===== config.mk =====
export PLATFORM = sky130hd
export DESIGN_NAME = wear_level_slot_ring_manager
export DESIGN_NICKNAME = d
export VERILOG_FILES = /design/src/sv/wlsrm_pkg.sv /design/src/sv/wlsrm_ctrl.sv /design/src/sv/wlsrm_dp.sv /design/src/sv/wear_level_slot_ring_manager.sv
export SDC_FILE = /design/constraint.sdc
export NUM_CORES = 1
export LEC_CHECK = 0
export ABC_AREA = 1
export BUFFER_PORTS_ARGS = -buffer_cell sky130_fd_sc_hd__buf_2
export CAP_MARGIN = 30
export CELL_PAD_IN_SITES_DETAIL_PLACEMENT = 1
export CELL_PAD_IN_SITES_GLOBAL_PLACEMENT = 2
export CORE_MARGIN = 5
export CORE_UTILIZATION = 30
export CTS_BUF_LIST = sky130_fd_sc_hd__clkbuf_4
export DETAILED_ROUTE_END_ITERATION = 8
export HOLD_SLACK_MARGIN = 0.1
export PLACE_DENSITY_LB_ADDON = 0.05
export SLEW_MARGIN = 25
export SYNTH_ARGS = -nofsm -noshare
export SYNTH_HDL_FRONTEND = slang
export SYNTH_SLANG_ARGS = --single-unit

===== constraint.sdc =====
create_clock -name clock -period 11.15 [get_ports clock]
set_input_delay 1.115 -clock clock [delete_from_list [all_inputs] [get_ports clock]]
set_output_delay 1.115 -clock clock [all_outputs]
set_load 0.03 [all_outputs]

===== src/sv/wlsrm_pkg.sv =====
// ----------------------------------------------------------------------------
// wlsrm_pkg
// Shared types, codes and widths of the wear-level slot ring manager.
// ----------------------------------------------------------------------------
package wlsrm_pkg;

   localparam int MAX_SLOTS = 256;
   localparam int SLOT_W    = 8;
   localparam int CNT_W     = 9;
   localparam int ADDR_W    = 16;
   localparam int SEQ_W     = 32;
   localparam int CSR_IDX_W = 3;
   localparam int CSR_DAT_W = 32;
   localparam int STEP_W    = 4;

   localparam logic [SEQ_W-1:0]  SEQ_HALF = 32'h8000_0000;
   localparam logic [STEP_W-1:0] DIV_LAST = STEP_W'(CNT_W - 1);

   typedef enum logic [2:0] {
      CMD_PLAN_SAVE   = 3'd0,
      CMD_COMMIT_SAVE = 3'd1,
      CMD_SCAN_BEGIN  = 3'd2,
      CMD_SCAN_HEADER = 3'd3,
      CMD_SCAN_END    = 3'd4,
      CMD_COMMIT_LOAD = 3'd5
   } cmd_type;

   typedef enum logic [1:0] {
      ST_OK          = 2'd0,
      ST_NOT_AVAIL   = 2'd1,
      ST_NONE_FOUND  = 2'd2,
      ST_ACCESS_FAIL = 2'd3
   } status_type;

   typedef enum logic [CSR_IDX_W-1:0] {
      CSR_READY     = 3'd0,
      CSR_BASE      = 3'd1,
      CSR_SLOT_SIZE = 3'd2,
      CSR_SLOT_CNT  = 3'd3,
      CSR_MAGIC     = 3'd4,
      CSR_VERSION   = 3'd5,
      CSR_COUNT     = 3'd6
   } csr_index_type;

   // Request payload, first member in the highest bits.
   typedef struct packed {
      logic [31:0] hdr_seq;
      logic [15:0] hdr_count;
      logic [7:0]  hdr_version;
      logic [31:0] hdr_magic;
      logic        access_ok;
   } req_fields_type;

   typedef struct packed {
      logic              scan_done;
      logic [SEQ_W-1:0]  sequence_res;
      logic [SLOT_W-1:0] slot_index;
      logic [ADDR_W-1:0] slot_address;
      status_type        status;
   } rsp_fields_type;

   localparam int REQ_FIELDS_W = $bits(req_fields_type);
   localparam int RSP_FIELDS_W = $bits(rsp_fields_type);
   localparam int REQ_TDATA_W  = ((REQ_FIELDS_W + 7) / 8) * 8;
   localparam int RSP_TDATA_W  = ((RSP_FIELDS_W + 7) / 8) * 8;
   localparam int REQ_TUSER_W  = 3;

   // Controller to datapath.
   typedef struct packed {
      logic load_req;
      logic exec;
      logic div_step;
      logic mul;
      logic rsp_load;
   } ctl_cmd_type;

   // Datapath to controller.
   typedef struct packed {
      logic need_div;
      logic div_last;
   } dp_sts_type;

endpackage


===== src/sv/wlsrm_ctrl.sv =====
// ----------------------------------------------------------------------------
// wlsrm_ctrl
// Sequencer: accept a beat, execute, optional modulo, multiply, deliver.
// ----------------------------------------------------------------------------
module wlsrm_ctrl (
   input  logic                    clock,
   input  logic                    reset,
   input  logic                    req_tvalid,
   output logic                    req_tready,
   output logic                    rsp_tvalid,
   input  logic                    rsp_tready,
   output wlsrm_pkg::ctl_cmd_type  ctl,
   input  wlsrm_pkg::dp_sts_type   sts
);
   import wlsrm_pkg::*;

   typedef enum logic [2:0] {
      S_IDLE,
      S_EXEC,
      S_DIV,
      S_MUL,
      S_OUT
   } state_type;

   state_type state_ff, state_in;
   logic      rsp_valid_ff, rsp_valid_in;
   logic      out_free;

   assign out_free   = !rsp_valid_ff || rsp_tready;
   assign req_tready = (state_ff == S_IDLE);
   assign rsp_tvalid = rsp_valid_ff;

   always_comb begin
      ctl.load_req = (state_ff == S_IDLE) && req_tvalid;
      ctl.exec     = (state_ff == S_EXEC);
      ctl.div_step = (state_ff == S_DIV);
      ctl.mul      = (state_ff == S_MUL);
      ctl.rsp_load = (state_ff == S_OUT) && out_free;
   end

   always_comb begin
      state_in     = state_ff;
      rsp_valid_in = rsp_valid_ff && !rsp_tready;
      case (state_ff)
         S_IDLE: begin
            if (req_tvalid) state_in = S_EXEC;
         end
         S_EXEC: begin
            state_in = S_MUL;
            if (sts.need_div) state_in = S_DIV;
         end
         S_DIV: begin
            if (sts.div_last) state_in = S_MUL;
         end
         S_MUL: begin
            state_in = S_OUT;
         end
         S_OUT: begin
            if (out_free) begin
               rsp_valid_in = 1'b1;
               state_in     = S_IDLE;
            end
         end
         default: begin
            state_in = S_IDLE;
         end
      endcase
   end

   always_ff @(posedge clock) begin
      if (reset) begin
         state_ff     <= S_IDLE;
         rsp_valid_ff <= 1'b0;
      end else begin
         state_ff     <= state_in;
         rsp_valid_ff <= rsp_valid_in;
      end
   end

endmodule


===== src/sv/wlsrm_dp.sv =====
// ----------------------------------------------------------------------------
// wlsrm_dp
// Configuration, slot history, scan tracking, modulo unit and address math.
// ----------------------------------------------------------------------------
module wlsrm_dp (
   input  logic                                   clock,
   input  logic                                   reset,
   input  wlsrm_pkg::ctl_cmd_type                 ctl,
   output wlsrm_pkg::dp_sts_type                  sts,
   input  logic                                   csr_wr,
   input  logic [wlsrm_pkg::CSR_IDX_W-1:0]        csr_index,
   input  logic [wlsrm_pkg::CSR_DAT_W-1:0]        csr_data,
   input  logic [wlsrm_pkg::REQ_TDATA_W-1:0]      req_tdata,
   input  logic [wlsrm_pkg::REQ_TUSER_W-1:0]      req_tuser,
   output logic [wlsrm_pkg::RSP_TDATA_W-1:0]      rsp_tdata
);
   import wlsrm_pkg::*;

   // configuration
   logic              ready_cfg_ff;
   logic [ADDR_W-1:0] region_base_ff;
   logic [15:0]       slot_bytes_ff;
   logic [CNT_W-1:0]  slot_count_ff;
   logic [31:0]       exp_magic_ff;
   logic [7:0]        exp_version_ff;
   logic [15:0]       exp_count_ff;

   // latched request
   logic [REQ_TUSER_W-1:0] cmd_ff;
   req_fields_type         req_ff;

   // architectural state
   logic [SLOT_W-1:0] last_slot_ff,    last_slot_in;
   logic [SEQ_W-1:0]  last_seq_ff,     last_seq_in;
   logic              has_history_ff,  has_history_in;
   logic [SLOT_W-1:0] pend_slot_ff,    pend_slot_in;
   logic [SEQ_W-1:0]  pend_seq_ff,     pend_seq_in;
   logic [SLOT_W-1:0] lead_slot_ff,    lead_slot_in;
   logic [SEQ_W-1:0]  best_seq_ff,     best_seq_in;
   logic              best_found_ff,   best_found_in;
   logic [CNT_W-1:0]  scan_pos_ff,     scan_pos_in;

   // working result
   status_type        status_ff,    status_in;
   logic [SLOT_W-1:0] idx_ff,       idx_in;
   logic              zero_addr_ff, zero_addr_in;
   logic [SEQ_W-1:0]  sres_ff,      sres_in;
   logic              done_ff,      done_in;
   logic              need_div_ff,  need_div_in;

   // modulo unit and multiplier
   logic [CNT_W-1:0]  rem_ff,  rem_in;
   logic [CNT_W-1:0]  dvd_ff,  dvd_in;
   logic [STEP_W-1:0] step_ff, step_in;
   logic [CNT_W:0]    trial;
   logic [ADDR_W-1:0] prod_ff, prod_in;
   logic [23:0]       mul_full;

   rsp_fields_type    rsp_ff, rsp_in;

   logic [CNT_W-1:0]  n_eff;
   logic [CNT_W-1:0]  pos_next;
   logic [SEQ_W-1:0]  seq_diff;
   logic              hdr_match;
   logic              hdr_newer;

   always_comb begin
      n_eff = slot_count_ff;
      if (slot_count_ff == '0) n_eff = CNT_W'(1);
      else if (slot_count_ff > CNT_W'(MAX_SLOTS)) n_eff = CNT_W'(MAX_SLOTS);
   end

   assign seq_diff  = req_ff.hdr_seq - best_seq_ff;
   assign hdr_newer = !best_found_ff || (seq_diff < SEQ_HALF);
   assign hdr_match = (req_ff.hdr_magic == exp_magic_ff) &&
                      (req_ff.hdr_version == exp_version_ff) &&
                      (req_ff.hdr_count == exp_count_ff);

   assign mul_full = {16'b0, idx_ff} * {8'b0, slot_bytes_ff};

   // the sequencer branches on this while it is still in the execute state
   assign sts.need_div = need_div_in;
   assign sts.div_last = (step_ff == DIV_LAST);

   assign rsp_tdata = {{(RSP_TDATA_W - RSP_FIELDS_W){1'b0}}, rsp_ff};

   always_comb begin
      last_slot_in   = last_slot_ff;
      last_seq_in    = last_seq_ff;
      has_history_in = has_history_ff;
      pend_slot_in   = pend_slot_ff;
      pend_seq_in    = pend_seq_ff;
      lead_slot_in   = lead_slot_ff;
      best_seq_in    = best_seq_ff;
      best_found_in  = best_found_ff;
      scan_pos_in    = scan_pos_ff;
      status_in      = status_ff;
      idx_in         = idx_ff;
      zero_addr_in   = zero_addr_ff;
      sres_in        = sres_ff;
      done_in        = done_ff;
      need_div_in    = need_div_ff;
      rem_in         = rem_ff;
      dvd_in         = dvd_ff;
      step_in        = step_ff;
      prod_in        = prod_ff;
      rsp_in         = rsp_ff;
      pos_next       = scan_pos_ff;
      trial          = {rem_ff, dvd_ff[CNT_W-1]};

      if (ctl.exec) begin
         status_in    = ST_OK;
         idx_in       = '0;
         zero_addr_in = 1'b1;
         sres_in      = '0;
         done_in      = 1'b0;
         need_div_in  = 1'b0;
         if (!ready_cfg_ff || (cmd_ff > CMD_COMMIT_LOAD)) begin
            status_in = ST_NOT_AVAIL;
         end else begin
            case (cmd_ff)
               CMD_PLAN_SAVE: begin
                  zero_addr_in = 1'b0;
                  if ((n_eff > CNT_W'(1)) && has_history_ff) begin
                     // slot index arrives from the modulo unit
                     need_div_in = 1'b1;
                     dvd_in      = {1'b0, last_slot_ff} + CNT_W'(1);
                     rem_in      = '0;
                     step_in     = '0;
                     pend_seq_in = last_seq_ff + SEQ_W'(1);
                  end else begin
                     pend_slot_in = '0;
                     pend_seq_in  = SEQ_W'(1);
                  end
                  sres_in = pend_seq_in;
               end
               CMD_COMMIT_SAVE: begin
                  zero_addr_in = 1'b0;
                  idx_in       = pend_slot_ff;
                  sres_in      = pend_seq_ff;
                  if (req_ff.access_ok) begin
                     last_slot_in   = pend_slot_ff;
                     last_seq_in    = pend_seq_ff;
                     has_history_in = 1'b1;
                  end else begin
                     status_in = ST_ACCESS_FAIL;
                  end
               end
               CMD_SCAN_BEGIN: begin
                  pos_next      = '0;
                  scan_pos_in   = '0;
                  best_found_in = 1'b0;
                  lead_slot_in  = '0;
                  best_seq_in   = '0;
                  zero_addr_in  = 1'b0;
               end
               CMD_SCAN_HEADER: begin
                  if (scan_pos_ff < n_eff) begin
                     if (!req_ff.access_ok) begin
                        status_in = ST_ACCESS_FAIL;
                     end else if (hdr_match && hdr_newer) begin
                        lead_slot_in  = scan_pos_ff[SLOT_W-1:0];
                        best_seq_in   = req_ff.hdr_seq;
                        best_found_in = 1'b1;
                     end
                     pos_next = scan_pos_ff + CNT_W'(1);
                  end
                  scan_pos_in = pos_next;
                  if (pos_next < n_eff) begin
                     zero_addr_in = 1'b0;
                     idx_in       = pos_next[SLOT_W-1:0];
                  end
                  sres_in = best_seq_in;
               end
               CMD_SCAN_END: begin
                  if (best_found_ff) begin
                     zero_addr_in = 1'b0;
                     idx_in       = lead_slot_ff;
                     sres_in      = best_seq_ff;
                  end else begin
                     status_in = ST_NONE_FOUND;
                  end
               end
               CMD_COMMIT_LOAD: begin
                  if (!best_found_ff) begin
                     status_in = ST_NONE_FOUND;
                  end else begin
                     zero_addr_in = 1'b0;
                     idx_in       = lead_slot_ff;
                     sres_in      = best_seq_ff;
                     if (req_ff.access_ok) begin
                        last_slot_in   = lead_slot_ff;
                        last_seq_in    = best_seq_ff;
                        has_history_in = 1'b1;
                     end else begin
                        status_in = ST_ACCESS_FAIL;
                     end
                  end
               end
               default: begin
                  status_in = ST_NOT_AVAIL;
               end
            endcase
            done_in = (pos_next >= n_eff);
         end
      end

      // restoring remainder, one dividend bit per cycle
      if (ctl.div_step) begin
         if (trial >= {1'b0, n_eff}) trial = trial - {1'b0, n_eff};
         rem_in  = trial[CNT_W-1:0];
         dvd_in  = {dvd_ff[CNT_W-2:0], 1'b0};
         step_in = step_ff + STEP_W'(1);
         if (step_ff == DIV_LAST) begin
            pend_slot_in = trial[SLOT_W-1:0];
            idx_in       = trial[SLOT_W-1:0];
         end
      end

      if (ctl.mul) prod_in = mul_full[ADDR_W-1:0];

      if (ctl.rsp_load) begin
         rsp_in.status       = status_ff;
         rsp_in.slot_address = zero_addr_ff ? '0 : (region_base_ff + prod_ff);
         rsp_in.slot_index   = idx_ff;
         rsp_in.sequence_res = sres_ff;
         rsp_in.scan_done    = done_ff;
      end
   end

   // configuration writes
   always_ff @(posedge clock) begin
      if (reset) begin
         ready_cfg_ff   <= 1'b0;
         region_base_ff <= '0;
         slot_bytes_ff  <= 16'd1;
         slot_count_ff  <= CNT_W'(1);
         exp_magic_ff   <= '0;
         exp_version_ff <= '0;
         exp_count_ff   <= '0;
      end else if (csr_wr) begin
         case (csr_index)
            CSR_READY:     ready_cfg_ff   <= csr_data[0];
            CSR_BASE:      region_base_ff <= csr_data[ADDR_W-1:0];
            CSR_SLOT_SIZE: slot_bytes_ff  <= csr_data[15:0];
            CSR_SLOT_CNT:  slot_count_ff  <= csr_data[CNT_W-1:0];
            CSR_MAGIC:     exp_magic_ff   <= csr_data[31:0];
            CSR_VERSION:   exp_version_ff <= csr_data[7:0];
            CSR_COUNT:     exp_count_ff   <= csr_data[15:0];
            default: begin
            end
         endcase
      end
   end

   always_ff @(posedge clock) begin
      if (reset) begin
         last_slot_ff   <= '0;
         last_seq_ff    <= '0;
         has_history_ff <= 1'b0;
         pend_slot_ff   <= '0;
         pend_seq_ff    <= '0;
         lead_slot_ff   <= '0;
         best_seq_ff    <= '0;
         best_found_ff  <= 1'b0;
         scan_pos_ff    <= '0;
         need_div_ff    <= 1'b0;
         step_ff        <= '0;
      end else begin
         last_slot_ff   <= last_slot_in;
         last_seq_ff    <= last_seq_in;
         has_history_ff <= has_history_in;
         pend_slot_ff   <= pend_slot_in;
         pend_seq_ff    <= pend_seq_in;
         lead_slot_ff   <= lead_slot_in;
         best_seq_ff    <= best_seq_in;
         best_found_ff  <= best_found_in;
         scan_pos_ff    <= scan_pos_in;
         need_div_ff    <= need_div_in;
         step_ff        <= step_in;
      end
   end

   // payload registers, no reset
   always_ff @(posedge clock) begin
      if (ctl.load_req) begin
         cmd_ff <= req_tuser;
         req_ff <= req_fields_type'(req_tdata[REQ_FIELDS_W-1:0]);
      end
      status_ff    <= status_in;
      idx_ff       <= idx_in;
      zero_addr_ff <= zero_addr_in;
      sres_ff      <= sres_in;
      done_ff      <= done_in;
      rem_ff       <= rem_in;
      dvd_ff       <= dvd_in;
      prod_ff      <= prod_in;
      rsp_ff       <= rsp_in;
   end

endmodule


===== src/sv/wear_level_slot_ring_manager.sv =====
// ----------------------------------------------------------------------------
// wear_level_slot_ring_manager
// Round-robin slot planner and header scanner for one storage region.
// ----------------------------------------------------------------------------
// The block takes one command beat at a time and answers each with exactly one
// result beat. A command occupies the block from acceptance until its result
// is registered (accept, execute, slot*size multiply, address add), so a new
// command is not accepted before then. A plan save with history and more than
// one slot also passes through the bit-serial modulo unit that computes
// (last+1) mod slot count. The result sits in an output register, so the next
// command is accepted while a result waits; the block holds the following
// result until the earlier one is taken. There is no clearing pass after
// reset. Configuration writes are always taken (csr_ready tied high) and are
// meant for idle periods only.
// ----------------------------------------------------------------------------
module wear_level_slot_ring_manager (
   input  logic                                  clock,
   input  logic                                  reset,
   // command channel
   input  logic                                  req_tvalid,
   output logic                                  req_tready,
   // access_ok, hdr_magic, hdr_version, hdr_count, hdr_seq (low bit up)
   input  logic [wlsrm_pkg::REQ_TDATA_W-1:0]     req_tdata,
   // cmd
   input  logic [wlsrm_pkg::REQ_TUSER_W-1:0]     req_tuser,
   // result channel
   output logic                                  rsp_tvalid,
   input  logic                                  rsp_tready,
   // status, slot_address, slot_index, sequence_res, scan_done (low bit up)
   output logic [wlsrm_pkg::RSP_TDATA_W-1:0]     rsp_tdata,
   // configuration write channel
   input  logic                                  csr_valid,
   output logic                                  csr_ready,
   input  logic [wlsrm_pkg::CSR_IDX_W-1:0]       csr_index,
   input  logic [wlsrm_pkg::CSR_DAT_W-1:0]       csr_data
);
   import wlsrm_pkg::*;

   ctl_cmd_type ctl;
   dp_sts_type  sts;

   // take every register write on the beat it is offered
   assign csr_ready = 1'b1;

   // sequencer: owns the handshakes and steps the datapath
   wlsrm_ctrl u_ctrl (
      .clock      (clock),
      .reset      (reset),
      .req_tvalid (req_tvalid),
      .req_tready (req_tready),
      .rsp_tvalid (rsp_tvalid),
      .rsp_tready (rsp_tready),
      .ctl        (ctl),
      .sts        (sts)
   );

   // datapath: registers, history, scan best, modulo and address math
   wlsrm_dp u_dp (
      .clock      (clock),
      .reset      (reset),
      .ctl        (ctl),
      .sts        (sts),
      .csr_wr     (csr_valid && csr_ready),
      .csr_index  (csr_index),
      .csr_data   (csr_data),
      .req_tdata  (req_tdata),
      .req_tuser  (req_tuser),
      .rsp_tdata  (rsp_tdata)
   );

endmodule


==> impl_summary.md <==
Outcome
The flow ran to the end, and the final reports show no timing, DRC or antenna violations.

Logic synthesis
The sequential area share after synthesis is 45.70%. The area of the mapped netlist is 25,280 sq um. After synthesis the netlist holds a flip-flop and latch count of 467. The synthesized netlist cell count is 2,996. After synthesis, the mean cell area works out to 8.437 sq um. The yosys synthesis warning count is 0. The number of different library cells used by synthesis comes to 59. After synthesis, the share of flip-flops with an asynchronous set or reset is 0%. The flip-flop cell with the highest count after synthesis is dfxtp_1. The number of flops mapped to enable cells by yosys is 220.

CTS
Once the clock tree was built, the setup fixing pass inserted 0 buffers. The maximum clock path buffer count is 3. The number of cells upsized or downsized after cts is 0. TritonCTS built the clock tree. The root cell of the clock tree is clkbuf_4.

The clock reaches the later pin of the worst-skew pair after 1.01 ns. The H-tree was split into 4 levels. The number of hold buffers added after CTS was 0. Counting the buffers created by CTS gives 145.

The clock sink total is 467. The clock-pin transition on the worst setup and hold timing paths is 0.06 ns.

Detailed routing
The number of detailed-routing iterations run before antenna repair is 5. The mean routed wirelength per cell is 20.47 um. In the routed design, unresolved DRC markers number 0. Wires add up to 90,690 um. The count of nets left with antenna violations after detail routing is 0.

The count of routing violations after the opening detailed-route iteration is 927. After detailed routing, the number of vias per cell comes to 4.942. The via count of the routed design is 21,896.

Power
Total power for the finished layout comes to 4.200 mW. Net switching is 28.19% of the power. The cell area power density is 143.9 nW/um^2.

The switching power is 1.184 mW. The share of total power dissipated in sequential elements is 46.5%. Across the VDD grid, the largest voltage drop is 0.08175 mV. Cell internal power was estimated by the tool at 3.016 mW.

Combinational cells account for 10.4% of the total power. The power share of the clock group is 43.1%. The leakage power summed over all cells is 12.26 nW.

Worst setup path
The slowest stage of the critical path belongs to the cell nor2_4. For flop-to-flop paths, the worst setup slack is 6.35 ns. The maximum fanout along the worst path is 37.

STA classifies the critical path endpoint as a flop. The critical path in this run is classified as flop to flop. For the worst setup path, the data required time is 11.74 ns. The worst stage delay on the critical path is 0.71 ns.

The critical path goes through inv_2 > nor3_4 > buf_4 > inv_2 > nor2_4 > inv_2 > buf_4 > nor2_4 > inv_4 > nor2_4 > nor2_1 > inv_1. STA classifies the critical path startpoint as a flop. The family with the most delay on the worst path is buffers and inverters.

The arrival time at the worst endpoint is 5.39 ns. The number of buffers and inverters on the critical path is 7.

Global routing
The wire length of the first global-routing pass is 138,400 um. The combined global-route utilization of all metal layers is 19.90%. The initial antenna violation count came to 5. Summed over all layers, the global routing overflow is 0. Entering global routing, the biggest net connects 93 pins.

The via count of the first global-routing pass came to 23,461.

Timing
The count of final max-slew check failures is 0. Clock skew on the completed layout was measured at 0.05461 ns. The transition at the pin with the smallest max-transition slack is 0.9795 ns. The worst relative slew slack is 34.70%. Setup violations remaining at the end of the flow were counted as 0. Setup repair after global routing left no endpoint under its margin. The final critical delay including setup and external delays is 4.804 ns.

The count of endpoints failing hold in the final timing report is 0. The highest clock rate is 0.2082 GHz. The total negative slack for setup checks is 0 ns. The part of the cycle the worst path needs is 43.09%.

Floorplanning
The floorplan has 106 rows. The starting utilization of the core area is 30.25%. The number of top-level pins is 206.

The core region area is 83,560 sq um. The y dimension of the die is 300.3 um. The die is 300.3 um wide. The die covers 90,170 sq um.

Job
The total of max-cap violations is 0.

Placed design
The count of input and output buffers is 192. After legalization and detailed placement, the total HPWL measured 64,190 um. The global placement routability congestion is 0.8226.

Finish
Cells with a size suffix above 1 make up 15.19% of the layout. The total number of nets in the final design is 3,536. From synthesis to final layout, the design area changed by 15.47%. The final-layout fill cell count is 10,022.

Min path
The type of the worst min-delay path is input port to flop.
worst reg2reg max path, delay by kind of cell (launching register included):
family / cells / cell delay [ns]
DFF: 1 / 0.46
and+or+nand+nor: 5 / 1.72
buffers and inverters: 7 / 2.21
state kept, by name (all words and copies together), names as in the netlist, 3 cells and up:
name	cells
u_ctrl.state_ff	3
u_dp.best_seq_ff	32
u_dp.cmd_ff	3
u_dp.dvd_ff	9
u_dp.exp_count_ff	16
u_dp.exp_magic_ff	32
u_dp.exp_version_ff	8
u_dp.idx_ff	8
u_dp.last_seq_ff	32
u_dp.last_slot_ff	8
u_dp.lead_slot_ff	8
u_dp.pend_seq_ff	32
u_dp.pend_slot_ff	8
u_dp.prod_ff	16
u_dp.region_base_ff	16
u_dp.rem_ff	9
u_dp.req_ff	89
u_dp.rsp_tdata	59
u_dp.scan_pos_ff	9
u_dp.slot_bytes_ff	16
u_dp.slot_count_ff	9
u_dp.sres_ff	32
u_dp.step_ff	4
cells in the mapped netlist, types with 14 or more instances:
| cell | number | area share [%] |
|---|---|---|
| o21ai_0 | 249 | 4.9 |
| edfxtp_1 | 220 | 26 |
| nor2_1 | 341 | 5.1 |
| xor2_1 | 38 | 1.3 |
| a22oi_1 | 15 | 0.45 |
| nand4_1 | 32 | 0.79 |
| ha_1 | 108 | 5.3 |
| nor3_1 | 32 | 0.63 |
| nand3_1 | 132 | 2.6 |
| xnor2_1 | 31 | 1.1 |
| nand2_1 | 514 | 7.6 |
| nand3b_1 | 37 | 1.1 |
| buf_2 | 23 | 0.46 |
| fa_1 | 62 | 4.9 |
| a21oi_1 | 229 | 4.5 |
| a31oi_1 | 14 | 0.35 |
| a211oi_1 | 59 | 1.8 |
| inv_1 | 367 | 5.4 |
| dfxtp_1 | 247 | 20 |
| clkbuf_1 | 92 | 1.4 |
path summary, 6_finish.rpt:
kind / startpoint / endpoint / depth (start not counted)
setup / recovery: u_ctrl.state_ff[0]$_SDFFE_PP0P_ / u_dp.dvd_ff[2]$_DFFE_PP_ / 12
hold / removal: req_tdata[49] / u_dp.req_ff[49]$_DFFE_PP_ / 1
setup reg to reg: u_ctrl.state_ff[0]$_SDFFE_PP0P_ / u_dp.dvd_ff[2]$_DFFE_PP_ / 12
hold reg to reg: u_dp.sres_ff[23]$_SDFFCE_PP0P_ / u_dp.rsp_tdata[49]$_DFFE_PP_ / 0
layout make-up:
cell class	count	area (sq um)	area share, %
clock buffer	219	1644	5.632
timing repair buffer	217	1149	3.935
multi-input combinational	2017	11760	40.29
tap	1080	1351	4.629
antenna	7	17.52	0.06001
sequential	467	11550	39.57
clock inverter	45	287.8	0.9859
inverter	379	1428	4.891
cell usage in the layout (no fill, tap or decap), types with 6 or more instances in the layout:
master / netlist / layout
a22oi_1: 15 / 15
xnor2_1: 31 / 31
nor2_1: 341 / 338
o21ai_0: 249 / 249
a211oi_1: 59 / 59
a221oi_1: 9 / 9
buf_2: 23 / 192
buf_4: 9 / 25
nor4_1: 13 / 12
nand3b_1: 37 / 37
a21oi_1: 229 / 228
ha_1: 108 / 108
nand3_1: 132 / 132
inv_2: 8 / 11
o21ai_1: 9 / 9
a31oi_1: 14 / 14
clkinv_1: 3 / 35
o22ai_1: 12 / 12
inv_1: 367 / 366
nor3_2: 6 / 7
edfxtp_1: 220 / 220
nand2_1: 514 / 513
conb_1: 2 / 6
nand4_1: 32 / 32
clkbuf_4: 0 / 219
fa_1: 62 / 62
nor3_1: 32 / 30
nor2_2: 3 / 6
xor2_1: 38 / 38
dfxtp_1: 247 / 247
diode_2: 0 / 7
per-layer routing:
| layer | track usage (%) | vias up | part of all wire (%) |
|---|---|---|---|
| li1 | - | 10544 | - |
| met1 | 25.52 | 10752 | 45 |
| met2 | 33.22 | 446 | 47 |
| met3 | 4.448 | 150 | 4.9 |
| met4 | 6.802 | 4 | 2.7 |
| met5 | 0 | - | 0.029 |
logic make-up after synthesis:
kind of cell             count (synthesis)  share of synthesized area (%)
AO/OA/AOI/OAI                          630                          13.95
XOR/XNOR                                69                          2.391
adder cells (fa/ha/maj)                170                          10.26
buffers and inverters                  516                          8.038
flip-flops                             467                          45.70
multiplexers                             3                         0.1188
other                                    2                        0.02971
AND/OR/NAND/NOR                       1139                          19.52
power by group through the flow:
stage	sequential [mW]	clock [mW]	combinational [mW]
4_1_cts	1.95	1.90	0.448
5_1_grt	1.96	1.99	0.493
3_3_place_gp	1.99	0	0.433
2_1_floorplan	1.98	0	0.278
3_5_place_dp	1.99	0	0.445
6_report	1.95	1.81	0.439
through the flow:
| step | setup WS, ns | cells | hold WS, ns | instance area, sq um | utilization, % |
|---|---|---|---|---|---|
| 6_report | 6.346 | 4431 | 0.2795 | 29190 | 34.93 |
| 5_1_grt | 5.941 | 4429 | 0.1422 | 29180 | 34.93 |
| 4_1_cts | 6.213 | 4423 | 0.1229 | 29160 | 34.90 |
| 3_5_place_dp | 6.267 | 4159 | 0.4052 | 27230 | 32.59 |
| 3_3_place_gp | 6.393 | 4158 | 0.4064 | 27220 | 32.58 |
| 2_1_floorplan | 0.5809 | 3000 | 0.4003 | 25290 | - |
Note: power is estimated with default switching activity, not from simulation.
